$ cat src/dstc_pkg.sv
// Package for the DST switch controller: phase encoding, word and state types,
// calendar constants. No dependencies.
package dstc_pkg;

    localparam logic [3:0] MONTH_MAR    = 4'd3;
    localparam logic [3:0] MONTH_OCT    = 4'd10;
    localparam logic [4:0] LAST_DAY     = 5'd31;
    localparam logic [2:0] SUNDAY       = 3'd7;
    localparam logic [4:0] SPRING_HOUR  = 5'd2;
    localparam logic [4:0] AUTUMN_HOUR  = 5'd3;
    localparam logic [4:0] HOUR_MAX     = 5'd23;

    typedef enum logic [1:0] {
        PH_WAIT     = 2'd0,
        PH_SWITCH   = 2'd1,
        PH_SWITCHED = 2'd2
    } dstc_phase_t;

    typedef struct packed {
        logic [3:0] month;
        logic [4:0] day;
        logic [4:0] hour;
        logic [5:0] minute;
        logic [5:0] second;
        logic [2:0] last_day_weekday;
        logic       saved_dst;
    } dstc_item_t;

    typedef struct packed {
        logic        dst_flag;
        dstc_phase_t spring_phase;
        dstc_phase_t autumn_phase;
    } dstc_state_t;

    typedef struct packed {
        logic       dst_now;
        logic       set_clock;
        logic [4:0] clock_hour;
        logic [5:0] clock_minute;
        logic [5:0] clock_second;
        logic       save_dst;
        logic       save_dst_value;
    } dstc_result_t;

endpackage

$ cat src/dstc_step.sv
// Per-minute DST decision: both switch machines and the saved-flag check.
// Pure combinational; depends on dstc_pkg.
module dstc_step
    import dstc_pkg::*;
(
    input  dstc_item_t   item,
    input  dstc_state_t  state,
    output dstc_state_t  state_next,
    output dstc_result_t result
);

    logic [4:0] last_sun;
    logic       eff_saved;

    // weekday of the 31st mod 7; Sunday maps to 0
    assign last_sun = LAST_DAY -
        ((item.last_day_weekday == SUNDAY) ? 5'd0 : {2'b00, item.last_day_weekday});

    always_comb
    begin
        state_next = state;
        result     = '0;

        if (item.month == MONTH_MAR)
        begin
            case (state.spring_phase)
                PH_WAIT:
                begin
                    if (item.day == last_sun && item.hour == SPRING_HOUR && item.minute == 6'd0)
                        state_next.spring_phase = PH_SWITCH;
                    else if (item.day < last_sun)
                        state_next.dst_flag = 1'b0;
                    else if (item.day > last_sun)
                        state_next.dst_flag = 1'b1;
                    else if (item.hour < SPRING_HOUR)
                        state_next.dst_flag = 1'b0;
                end
                PH_SWITCH:
                begin
                    result.set_clock      = 1'b1;
                    result.clock_hour     = AUTUMN_HOUR;
                    result.clock_second   = item.second;
                    result.save_dst       = 1'b1;
                    result.save_dst_value = 1'b1;
                    state_next.spring_phase = PH_SWITCHED;
                    state_next.dst_flag     = 1'b1;
                end
                PH_SWITCHED:
                begin
                    if (item.minute != 6'd0)
                        state_next.spring_phase = PH_WAIT;
                    state_next.dst_flag = 1'b1;
                end
                default:
                begin
                end
            endcase
        end
        else if (item.month == MONTH_OCT)
        begin
            case (state.autumn_phase)
                PH_WAIT:
                begin
                    if (item.day == last_sun && item.hour == AUTUMN_HOUR && item.minute == 6'd0)
                        state_next.autumn_phase = PH_SWITCH;
                    else if (item.day > last_sun)
                        state_next.dst_flag = 1'b0;
                    else if (item.day < last_sun)
                        state_next.dst_flag = 1'b1;
                    else if (item.hour < AUTUMN_HOUR)
                        state_next.dst_flag = 1'b1;
                end
                PH_SWITCH:
                begin
                    result.set_clock      = 1'b1;
                    result.clock_hour     = SPRING_HOUR;
                    result.clock_second   = item.second;
                    result.save_dst       = 1'b1;
                    result.save_dst_value = 1'b0;
                    state_next.autumn_phase = PH_SWITCHED;
                    state_next.dst_flag     = 1'b0;
                end
                PH_SWITCHED:
                begin
                    if (item.hour > AUTUMN_HOUR)
                        state_next.autumn_phase = PH_WAIT;
                    state_next.dst_flag = 1'b0;
                end
                default:
                begin
                end
            endcase
        end
        else if (item.month < MONTH_MAR || item.month > MONTH_OCT)
            state_next.dst_flag = 1'b0;
        else
            state_next.dst_flag = 1'b1;

        // a flag written by a switch machine this minute counts as already saved
        eff_saved = result.save_dst ? result.save_dst_value : item.saved_dst;
        if (state_next.dst_flag && !eff_saved)
        begin
            result.set_clock      = 1'b1;
            result.clock_hour     = (item.hour >= HOUR_MAX) ? 5'd0 : item.hour + 5'd1;
            result.clock_minute   = item.minute;
            result.clock_second   = item.second;
            result.save_dst       = 1'b1;
            result.save_dst_value = 1'b1;
        end
        else if (!state_next.dst_flag && eff_saved)
        begin
            result.set_clock      = 1'b1;
            result.clock_hour     = (item.hour != 5'd0) ? item.hour - 5'd1 : HOUR_MAX;
            result.clock_minute   = item.minute;
            result.clock_second   = item.second;
            result.save_dst       = 1'b1;
            result.save_dst_value = 1'b0;
        end

        result.dst_now = state_next.dst_flag;
    end

endmodule

$ cat src/dst_switch_controller.sv
// Top level of the EU daylight saving time switch controller.
// Depends on dstc_pkg and dstc_step.

// One word per minute carries the date, time, weekday of the 31st and the stored
// DST flag; one result word comes back per input word, in order. The block takes
// a word every clock cycle when the output is not stalled: an input register feeds
// the decision logic, whose result and the new switch state are registered together,
// so a result reaches the outputs through the input register and then the output
// register. The output register holds a result until it is taken while the input
// register can still take one more word, and both stall only when both are full.
module dst_switch_controller
    import dstc_pkg::*;
(
    input  logic       clk,
    input  logic       rst_n,

    input  logic       in_valid,
    output logic       in_ready,
    input  logic [3:0] month,
    input  logic [4:0] day,
    input  logic [4:0] hour,
    input  logic [5:0] minute,
    input  logic [5:0] second,
    input  logic [2:0] last_day_weekday,
    input  logic       saved_dst,

    output logic       out_valid,
    input  logic       out_ready,
    output logic       dst_now,
    output logic       set_clock,
    output logic [4:0] clock_hour,
    output logic [5:0] clock_minute,
    output logic [5:0] clock_second,
    output logic       save_dst,
    output logic       save_dst_value
);

    dstc_item_t   item_reg;
    logic         item_valid_reg;
    dstc_state_t  state_reg;
    dstc_state_t  state_next;
    dstc_result_t result_next;
    dstc_result_t result_reg;
    logic         out_valid_reg;
    logic         advance;

    assign advance  = item_valid_reg && (!out_valid_reg || out_ready);
    assign in_ready = !item_valid_reg || advance;

    dstc_step u_step (
        .item       (item_reg),
        .state      (state_reg),
        .state_next (state_next),
        .result     (result_next)
    );

    always_ff @(posedge clk or negedge rst_n)
    begin
        if (!rst_n)
        begin
            item_valid_reg <= 1'b0;
            out_valid_reg  <= 1'b0;
            state_reg      <= '{dst_flag: 1'b0, spring_phase: PH_WAIT, autumn_phase: PH_WAIT};
        end
        else
        begin
            if (in_ready)
                item_valid_reg <= in_valid;
            if (advance)
            begin
                out_valid_reg <= 1'b1;
                state_reg     <= state_next;
            end
            else if (out_ready)
                out_valid_reg <= 1'b0;
        end
    end

    always_ff @(posedge clk)
    begin
        if (in_ready && in_valid)
            item_reg <= '{month: month, day: day, hour: hour, minute: minute,
                          second: second, last_day_weekday: last_day_weekday,
                          saved_dst: saved_dst};
        if (advance)
            result_reg <= result_next;
    end

    assign out_valid      = out_valid_reg;
    assign dst_now        = result_reg.dst_now;
    assign set_clock      = result_reg.set_clock;
    assign clock_hour     = result_reg.clock_hour;
    assign clock_minute   = result_reg.clock_minute;
    assign clock_second   = result_reg.clock_second;
    assign save_dst       = result_reg.save_dst;
    assign save_dst_value = result_reg.save_dst_value;

endmodule
$ cat config.mk
export PLATFORM = sky130hd
export DESIGN_NAME = dst_switch_controller
export DESIGN_NICKNAME = d
export VERILOG_FILES = /design/src/dstc_pkg.sv /design/src/dstc_step.sv /design/src/dst_switch_controller.sv
export SDC_FILE = /design/constraint.sdc
export NUM_CORES = 1
export LEC_CHECK = 0
export ABC_AREA = 0
export BUFFER_PORTS_ARGS = -buffer_cell sky130_fd_sc_hd__clkbuf_2
export CORE_MARGIN = 1
export CORE_UTILIZATION = 54
export DETAILED_ROUTE_END_ITERATION = 7
export PLACE_DENSITY_LB_ADDON = 0.1
export SLEW_MARGIN = 20
export SYNTH_ARGS = -nofsm -noshare
export SYNTH_HDL_FRONTEND = slang
export SYNTH_HIERARCHICAL = 1
export SYNTH_SLANG_ARGS = --single-unit
$ cat constraint.sdc
create_clock -name clk -period 3.2 [get_ports clk]
set_input_delay 0.64 -clock clk [delete_from_list [all_inputs] [get_ports clk]]
set_output_delay 0.64 -clock clk [all_outputs]
set_load 0.005 [all_outputs]
### Word level (Yosys, flattened, before mapping)

Cells that the tools add are included.

* logic and storage cells: 106
* output and inout bits: 23
* register bits: 58

* eq/ne operators: 14
* $add $sub $neg: 3
* bitwise gates (word level): 1
* reduce and logical (&&, ||, !) cells: 27
* $lt $le $gt $ge: 8
* muxes and demuxes: 34

Operators with widths (number)
* $mux W19: 2
* $mux W8: 4
* $mux W6: 4
* $mux W1: 14
* $eq A5 B2 Y1 const B: 2
* $lt A5 B2 Y1 const B: 2
* $mux W5: 2
* $pmux W3 S3: 1
* $logic_and A1 B1 Y1: 8
* $mux W2: 4
* $ne A2 B1 Y1 const B: 4
* $logic_not A6 Y1: 1
* $pmux W2 S3: 1
* $reduce_and A6 Y1: 1
* $reduce_bool A3 Y1: 2
* $reduce_bool A6 Y1: 1
* $add A5 B1 Y5 const B: 1
* $eq A5 B5 Y1: 1
* $ge A5 B5 Y1 const B: 1
* $gt A5 B2 Y1 const B: 1
* $gt A5 B5 Y1: 1
* $lt A5 B5 Y1: 1
* $reduce_and A5 Y1: 1
* $reduce_bool A5 Y1: 1
* other kinds (17): 26

### Depth between registers and ports, before layout

Gate-level depths: netlist (run 1).

* depth in word-level cells: 14
* depth in mapped cells: 10
* gate-level depth less buffers: 10

### Hierarchy

Netlist (run 1), hierarchy kept.

By module, submodules not included
* dst_switch_controller: cells each 70, area an instance 1838.0 µm², times used 1
* dstc_step: cells each 131, area an instance 955.9 µm², times used 1

### Worst setup path after synthesis (run 1)

No wires, ideal clock.

* kind: register to register
* start: register item_reg[2] (netlist name)
* end: register result_reg, in the netlist set_clock, data pin
* data arrival time: 2.219 ns
* cell stages (with the launch flop): 10
* setup time: 0.251 ns
* path slack: 0.730 ns
* required time: 2.949 ns
* cells stage by stage: edfxtp_1 -> a21boi_0 -> ha_1 -> and3_1 -> nand4_2 -> or2_4 -> a311o_1 -> a21oi_2 -> nor2_1 -> buf_4

* longest elaborated chain between the ends: 13
* elaborated cells between the ends (all ways): 24
* those cells by class: add/sub: 1; order compare: 2; eq/ne: 2; mux: 11; reduce/logical: 8

RTL lines
* from (decl): line dst_switch_controller.sv:38 `dstc_item_t item_reg;`
* from (signal assigned): line dst_switch_controller.sv:82 `item_reg <= '{month: month, day: day, hour: hour, minute: minute,`
* $eq A3 B3 Y1: line dstc_step.sv:17 `((item.last_day_weekday == SUNDAY) ? 5'd0 : {2'b00, item.last_day_weekday});`
* $mux W3 *: line dstc_step.sv:17
* $sub A5 B5 Y5 *: line dstc_step.sv:16 `assign last_sun = LAST_DAY -`
* $lt A5 B5 Y1 / $eq A5 B5 Y1 (equally long branches)
* $mux W1 / $logic_and A1 B1 Y1 (equally long branches): line dstc_step.sv:68, dstc_step.sv:64
* $mux W1 / $logic_and A1 B1 Y1 (equally long branches): line dstc_step.sv:66, dstc_step.sv:64
* $mux W1: line dstc_step.sv:64 `if (item.day == last_sun && item.hour == AUTUMN_HOUR && item.minute == 6'd0)`
* $pmux W1 S2: line dstc_step.sv:61 `case (state.autumn_phase)`
* $mux W1: line dstc_step.sv:59 `else if (item.month == MONTH_OCT)`
* $mux W1 *: line dstc_step.sv:24 `if (item.month == MONTH_MAR)`
* $logic_not A1 Y1: line dstc_step.sv:110 `else if (!state_next.dst_flag && eff_saved)`
* $logic_and A1 B1 Y1: line dstc_step.sv:110
* $reduce_or A2 Y1 (no line) *
* to (signal assigned): line dst_switch_controller.sv:86 `result_reg <= result_next;`
* to (decl): line dst_switch_controller.sv:43 `dstc_result_t result_reg;`

Every way passes the cells marked *; elsewhere a longest branch is shown, timed or not.
A chain may end at the register's enable or synchronous reset.

### Final worst setup path (run 1)

* start: register item_reg[2] (netlist name)
* end: register result_reg, in the netlist save_dst, data pin

Same word-level chain as after synthesis.

==> key figures, run 1 <==
Clock network
  • H-tree Lvls: 3
  • Clk sinks: 58
  • CTS Buffer Depth: 2
  • Reg clk slew, reported paths: 0.06 ns
  • Worst skew pair latency: 0.33 ns
  • Setup Buffers After CTS: 0
  • Post_cts resized: 0
  • CTS hold repair buffers: 0
  • Num CTS Buffers: 9
  • CTS tree: done
  • CTS root buf: clkbuf_8

Synth
  • Synthesized Nets: 245
  • Largest family of logic cells by synthesized area: simple AND/OR/NAND/NOR gates
  • Cell accounting for the most synthesized area: edfxtp_1
  • Post-synth top area share: 54.8%
  • Synthesized flop and latch total: 58
  • Register area share after synthesis: 61.1%
  • Synth Area in Simple Gates: 15.5%
  • Compound-Gate Fraction of Synth Area: 11.3%
  • Yosys Warn Count: 6
  • Mux cell area share after synthesis: 3.76%
  • Post-Synthesis Cells: 201
  • Distinct cells, synth: 53
  • XOR/XNOR share of the synthesized area: 1.25%
  • Cell area after synthesis: 2790 um^2
  • Post-Synth Adder-Cell Area: 4.48%
  • Area contributors post-synth: edfxtp_1 (55%), dfrtp_1 (6.3%), ha_1 (4.5%)
  • EDFF count, synth: 51
  • Post-synth top flop: edfxtp_1
  • Async SR Flop Fraction: 12.1%
  • Syn_area_per_cell: 13.9 um^2

Drt
  • Drt pass-1 iters: 4
  • Initial DRC count: 94
  • Via/cell ratio: 5.25
  • Antenna-violating nets left: 0
  • Vias: 1768
  • Routed WL per cell: 13.3 um
  • DR DRC count: 0
  • Wirelength, routed: 4.47 mm

Pwr
  • Max VDD drop: 0.395 mV
  • PD cells: 586 nW/um^2
  • Leak Pwr: 1.35 nW

Global routing
  • Initial antenna violation count: 0
  • GRT Total Usage: 18.5%
  • Largest net degree at the start of global routing: 31
  • Vias in the first global route: 1560
  • First-pass GRT wire length: 7.16 mm
  • Gr ovfl total: 0

Timing
  • # setup viols final: 0
  • Setup TNS: 0 ns
  • Clk_skew: 0.00843 ns
  • Slew HR: 47.6%
  • Endpoints failing hold: 0
  • RSZ-0062 raised after global routing: false
  • Slew at the pin closest to its max-slew limit: 0.785 ns
  • Max-slew violations: 0
  • Max Clock Freq: 388 MHz
  • Fin crit period: 2.58 ns
  • Crit share post-route: 80.6%

Placed design
  • Placer Congestion: 0.758
  • PortBufs: 56
  • DPL Wire Length: 3.26 mm
  • Area after DPL: 3130 um^2

Finish
  • Area Overhead vs Synth: 19.7%
  • Proportion of layout cells with a drive suffix above 1: 33.7%
  • Commonest non-fill, non-tap cells in the layout: clkbuf_2 (56), edfxtp_1 (51), nand2_1 (16)
  • Max reg flops: 30
  • Post-Layout Inst Area: 3340 um^2
  • Fin util: 69.0%
  • Antenna Cells: 0
  • Post-layout nets: 309
  • Most common cell after layout, fill and taps aside: clkbuf_2

Die
  • Initial Utilization: 57.6%
  • CORE AREA: 4850 um^2
  • Die width: 73.9 um
  • Chip height: 73.9 um
  • Row count: 25
  • # IOs: 57
  • Die ar.: 5470 um^2

Worst setup path
  • Worst Path Required: 3.26 ns
  • CP Class: reg2reg
  • Worst EP arrival: 2.64 ns
  • CP startpoint kind: flop
  • Max FO, Critical Path: 7
  • Critical Path End Type: flop

Hold path
  • Hold Path Class: in2async

Job
  • Max-Cap Viols: 0

Run status
  • Status: complete, no violations
[worst paths after layout]
| kind | from | endpoint | slack [ns] | depth (start not counted) |
|---|---|---|---|---|
| max | item_reg[2]$_DFFE_PP_ | save_dst$_DFFE_PP_ | 0.62 | 8 |
| min | rst_n | state_reg[1]$_DFFE_PN0P_ | 0.14 | 1 |
| max reg2reg | item_reg[2]$_DFFE_PP_ | save_dst$_DFFE_PP_ | 0.62 | 8 |
| min reg2reg | item_valid_reg$_DFFE_PN0P_ | out_valid$_DFFE_PN0P_ | 0.54 | 1 |
| max in group asynchronous | rst_n | state_reg[3]$_DFFE_PN0P_ | 2.90 | 1 |
| min in group clk | minute[2] | item_reg[12]$_DFFE_PP_ | 0.48 | 1 |
[stage by stage]
step	worst slack, ns	total power [mW]	hold WS (ns)	cells
after floorplan	0.730	1.18	0.344	201
after global placement	0.678	1.26	0.479	321
after detailed placement	0.605	1.27	0.482	321
after CTS	0.606	1.98	0.126	337
after global routing	0.412	2.05	0.123	337
final	0.620	1.96	0.136	337
[logic make-up (layout without fill, tap and decap cells)]
family / after synthesis / in the layout
DFF: 58 / 58
and+or+nand+nor: 67 / 67
buffers and inverters: 15 / 84
xor gates and xnor gates: 4 / 4
muxes: 8 / 8
adders and majority gates: 10 / 10
AOI/OAI and AO/OA: 39 / 39
[area by class of cell]
class | count | area, um^2
clock buffer | 10 | 128
clock inverter | 6 | 81.3
fill | 345 | 1510
inverter | 11 | 41.3
multi-input combinational | 128 | 1010
sequential | 58 | 1710
tap | 67 | 83.8
timing repair buffer | 57 | 288
[critical path, stage by stage (launching register included)]
cell and delay, ns:
edfxtp_1 0.40, a21boi_0 0.15, ha_1 0.30, and3_1 0.24, nand4_2 0.16, or2_4 0.31, a311o_1 0.33, a21oi_2 0.31
nor2_1 0.10
[where the power goes]
group	internal, mW	leakage, nW	switching [mW]
combinational	0.132	0.662	0.162
clock	0.433	0.104	0.271
sequential	0.910	0.581	0.0502
[layer usage]
| layer | GRT usage (%) | wire length [um] |
|---|---|---|
| met1 | 22.9 | 2020 |
| met2 | 28.4 | 2200 |
| met3 | 6.10 | 227 |
| met4 | 10.9 | 22 |
| met5 | 0 | 0 |
[cell usage after synthesis, types with 2 or more instances]
cell	instances
and2_1	3
nor3_2	2
and3_1	2
inv_1	11
edfxtp_1	51
a21oi_2	2
a21oi_1	6
o2111ai_1	2
ha_1	10
nand4_1	2
nand3b_1	3
mux2i_1	3
xnor2_1	4
a31oi_1	2
a21boi_0	2
o21ai_0	5
dfrtp_1	7
mux2_4	5
nand2b_1	5
nand3_1	7
nor2_1	7
nor3b_1	6
nand2_1	16
nor3_1	2
a21boi_1	6
o31ai_1	2
buf_4	2
(Power assumes the default switching activity.)
==> run 2, diff against run 1 <==
- ABC_AREA: 0 -> 1
- CORE_UTILIZATION: 54 -> 55
- clock period: 3.2 -> 2.5 ns (I/O delays scaled with it)
==> key figures, run 2 <==
Hold path
  • Hold Path Class: in2reg (was in2async)
  • Worst hold stages: 1
  • Hold path startpoint: second[0]

Synth
  • Most common cell in the netlist: nand2_1 (was edfxtp_1)
  • Post-Synth Adder-Cell Area: 4.16% (was 4.48%)
  • Compound-Gate Fraction of Synth Area: 6.33% (was 11.3%)
  • Yosys Warn Count: 6 (unchanged)
  • Synthesized flop and latch total: 58 (unchanged)
  • Async SR Flop Fraction: 12.1% (unchanged)
  • Area contributors post-synth: edfxtp_1 (51%), nand2_1 (9.5%), dfrtp_1 (5.8%) (was edfxtp_1 (55%), dfrtp_1 (6.3%), ha_1 (4.5%))
  • Cell area after synthesis: 3000 um^2 (was 2790 um^2)
  • EDFF count, synth: 51 (unchanged)
  • Register area share after synthesis: 56.8% (was 61.1%)
  • Synth Area in Simple Gates: 25.6% (was 15.5%)
  • XOR/XNOR share of the synthesized area: 0.583% (was 1.25%)
  • Post-synth top flop: edfxtp_1 (unchanged)
  • Post-Synthesis Cells: 302 (was 201)
  • Syn_area_per_cell: 9.95 um^2 (was 13.9 um^2)
  • Largest family of logic cells by synthesized area: simple AND/OR/NAND/NOR gates (unchanged)
  • Commonest cells in the netlist: nand2_1 (76), edfxtp_1 (51), inv_1 (34), nand3_1 (34), nor2_1 (21) (was edfxtp_1 (51), nand2_1 (16), inv_1 (11), ha_1 (10))
  • Mux cell area share after synthesis: 0% (was 3.76%)
  • Distinct cells, synth: 32 (was 53)
  • Cell accounting for the most synthesized area: edfxtp_1 (unchanged)
  • Post-synth top area share: 51.0% (was 54.8%)
  • Synthesized Nets: 346 (was 245)

Finish
  • Commonest non-fill, non-tap cells in the layout: nand2_1 (76), clkbuf_2 (56), edfxtp_1 (51) (was clkbuf_2 (56), edfxtp_1 (51), nand2_1 (16))
  • Proportion of layout cells with a drive suffix above 1: 25.3% (was 33.7%)
  • Antenna Cells: 0 (unchanged)
  • Fin util: 68.4% (was 69.0%)
  • Multi-input gate area: 1120 um^2 (was 1010 um^2)
  • Post-layout nets: 411 (was 309)
  • Fillcell total: 407 (was 345)
  • Area Overhead vs Synth: 17.7% (was 19.7%)
  • Most common cell after layout, fill and taps aside: nand2_1 (was clkbuf_2)
  • Post-Layout Inst Area: 3540 um^2 (was 3340 um^2)
  • FF+latch area: 1710 um^2 (unchanged)
  • Max reg flops: 30 (unchanged)

Timing
  • Setup WS post-layout: 0.162 ns (was 0.620 ns)
  • # setup viols final: 0 (unchanged)
  • Slew at the pin closest to its max-slew limit: 0.384 ns (was 0.785 ns)
  • Slew HR: 74.4% (was 47.6%)
  • Endpoints failing hold: 0 (unchanged)
  • Max-slew violations: 0 (unchanged)
  • Max Clock Freq: 428 MHz (was 388 MHz)
  • Setup TNS: 0 ns (unchanged)
  • Clk_skew: 0.0107 ns (was 0.00843 ns)
  • Fin crit period: 2.34 ns (was 2.58 ns)
  • Crit share post-route: 93.5% (was 80.6%)

Drt
  • Initial DRC count: 156 (was 94)
  • Vias: 2307 (was 1768)
  • Antenna-violating nets left: 0 (unchanged)
  • Via/cell ratio: 5.22 (was 5.25)
  • DR DRC count: 0 (unchanged)
  • Routed WL per cell: 12.5 um (was 13.3 um)
  • Wirelength, routed: 5.51 mm (was 4.47 mm)
  • Drt pass-1 iters: 5 (was 4)

Worst setup path
  • Worst Reg-to-Reg Cells: 15 (was 8)
  • Worst EP arrival: 2.41 ns (was 2.64 ns)
  • Max FO, Critical Path: 16 (was 7)
  • CP delay by family, top: simple AND/OR/NAND/NOR gates (unchanged)
  • CP startpoint kind: flop (unchanged)
  • Critical Path End Type: flop (unchanged)
  • Slowest stage cell, crit path: edfxtp_1 (unchanged)
  • Crit path largest cell delay: 0.40 ns (about the same)
  • CP Class: reg2reg (unchanged)
  • Worst path cell trace: inv_1, a21oi_1, ha_1, nand3_2, nor2_2, inv_1, nor2_2, nand2_1, nand3_1, nand2_1, nand2_1, nand2_4, nand3_4, buf_4, o21ai_2 (was a21boi_0, ha_1, and3_1, nand4_2, or2_4, a311o_1, a21oi_2, nor2_1)
  • Buffers & Inverters on Critical Path: 3 (was 0)
  • Critical R2R Launch: item_reg[3]$_DFFE_PP_ (was item_reg[2]$_DFFE_PP_)
  • Worst Path Required: 2.57 ns (was 3.26 ns)
  • CP Launch Point: item_reg[3]$_DFFE_PP_ (was item_reg[2]$_DFFE_PP_)
  • Top cell by count, worst path: nand2_1
  • Critical path depth: 15 (was 8)

Clock network
  • Clk sinks: 58 (unchanged)
  • Worst skew pair latency: 0.32 ns (was 0.33 ns)
  • Num CTS Buffers: 9 (unchanged)
  • Reg clk slew, reported paths: 0.06 ns (about the same)
  • CTS Buffer Depth: 2 (unchanged)
  • CTS root buf: clkbuf_8 (unchanged)
  • H-tree Lvls: 3 (unchanged)
  • CTS tree: done (unchanged)

Pwr
  • Seq pwr share: 53.9% (was 49.1%)
  • Clock Power Share: 31.0% (was 35.9%)
  • Combinational share of power: 15.1% (was 15.0%)
  • Max VDD drop: 0.471 mV (was 0.395 mV)
  • Leak Pwr: 1.57 nW (was 1.35 nW)
  • Internal: 1.70 mW (was 1.48 mW)
  • Switching pwr: 598 uW (was 483 uW)
  • PD cells: 649 nW/um^2 (was 586 nW/um^2)
  • Switching part of the total: 26.1% (was 24.7%)

Job
  • Max-Cap Viols: 0 (unchanged)

Placed design
  • PortBufs: 56 (unchanged)
  • Pre-CTS setup slack: 0.175 ns (was 0.605 ns)
  • Placer Congestion: 0.846 (was 0.758)
  • Area after DPL: 3340 um^2 (was 3130 um^2)
  • DPL Wire Length: 4.02 mm (was 3.26 mm)

Global routing
  • Vias in the first global route: 2095 (was 1560)
  • GRT Total Usage: 20.7% (was 18.5%)
  • Largest net degree at the start of global routing: 31 (unchanged)
  • Gr ovfl total: 0 (unchanged)
  • First-pass GRT wire length: 9.29 mm (was 7.16 mm)
  • Initial antenna violation count: 0 (unchanged)

Run status
  • Status: complete, no violations (unchanged)

Die
  • # IOs: 57 (unchanged)
  • Die ar.: 5760 um^2 (was 5470 um^2)
  • Row count: 26 (was 25)
  • Initial Utilization: 58.1% (was 57.6%)
  • Chip height: 75.9 um (was 73.9 um)
  • CORE AREA: 5170 um^2 (was 4850 um^2)
  • Die width: 75.9 um (was 73.9 um)
run 2: changes by cell type in the layout (fill, tap and decap cells not counted), sizes merged, moves of 5 or more:
cell	change
nand4	+9
nor2	+18
o22ai	+6
mux2	-5
nand2	+65
nand3	+29
inv	+24
nor3b	-6
nand2b	-6
run 2: final cells by class:
cell class | instances | area share [%]
well taps | 70 | 2.48
clock buffers | 12 | 4.10
inverters | 35 | 3.72
repair buffers | 62 | 9.27
clock inverters | 4 | 0.566
multi-input cells | 201 | 31.6
flip-flops and latches | 58 | 48.3
run 2: kinds of logic (layout without fill, tap and decap cells):
| family | after synthesis | count (layout) |
|---|---|---|
| AOI/OAI and AO/OA | 29 | 29 |
| xor gates and xnor gates | 2 | 2 |
| adders and majority gates | 10 | 10 |
| buffers and inverters | 43 | 113 |
| DFF | 58 | 58 |
| and+or+nand+nor | 160 | 160 |
run 2: per-stage QoR:
stage / std cells / hold WS (ns) / power (mW)
2_1_floorplan: 302 / 0.204 / 1.47
3_3_place_gp: 424 / 0.343 / 1.58
3_5_place_dp: 424 / 0.343 / 1.59
4_1_cts: 441 / 0.333 / 2.31
5_1_grt: 442 / 0.326 / 2.40
6_report: 442 / 0.346 / 2.29
run 2: final timing paths:
kind	endpoint	slack, ns
max	clock_hour[2]$_DFFE_PP_	0.16
min reg2reg	state_reg[4]$_DFFE_PN0P_	0.51
max reg2reg	clock_hour[2]$_DFFE_PP_	0.16
min	item_reg[4]$_DFFE_PP_	0.35
max in group asynchronous	out_valid$_DFFE_PN0P_	1.79
min in group asynchronous	state_reg[4]$_DFFE_PN0P_	0.55
run 2: per-layer routing:
layer  global-route usage [%]  wire (um)
met4                     10.8         94
met2                     34.9       2650
met3                     4.22        312
met1                     25.1       2460
met5                        0          0
run 2: timing repair:
item                                    CTS  global route
endpoints found under the setup margin    0             8
endpoints found under the hold margin     7             0
buffers inserted                          0             1
hold buffers                              1             0
resized for setup                         0             3
run 2: power groups by stage:
stage                     registers, mW  logic [mW]  clock network (mW)
final                              1.24       0.347               0.711
after global routing               1.25       0.384               0.775
after CTS                          1.24       0.338               0.733
after detailed placement           1.26       0.337                   0
after global placement             1.25       0.329                   0
after floorplan                    1.25       0.219                   0
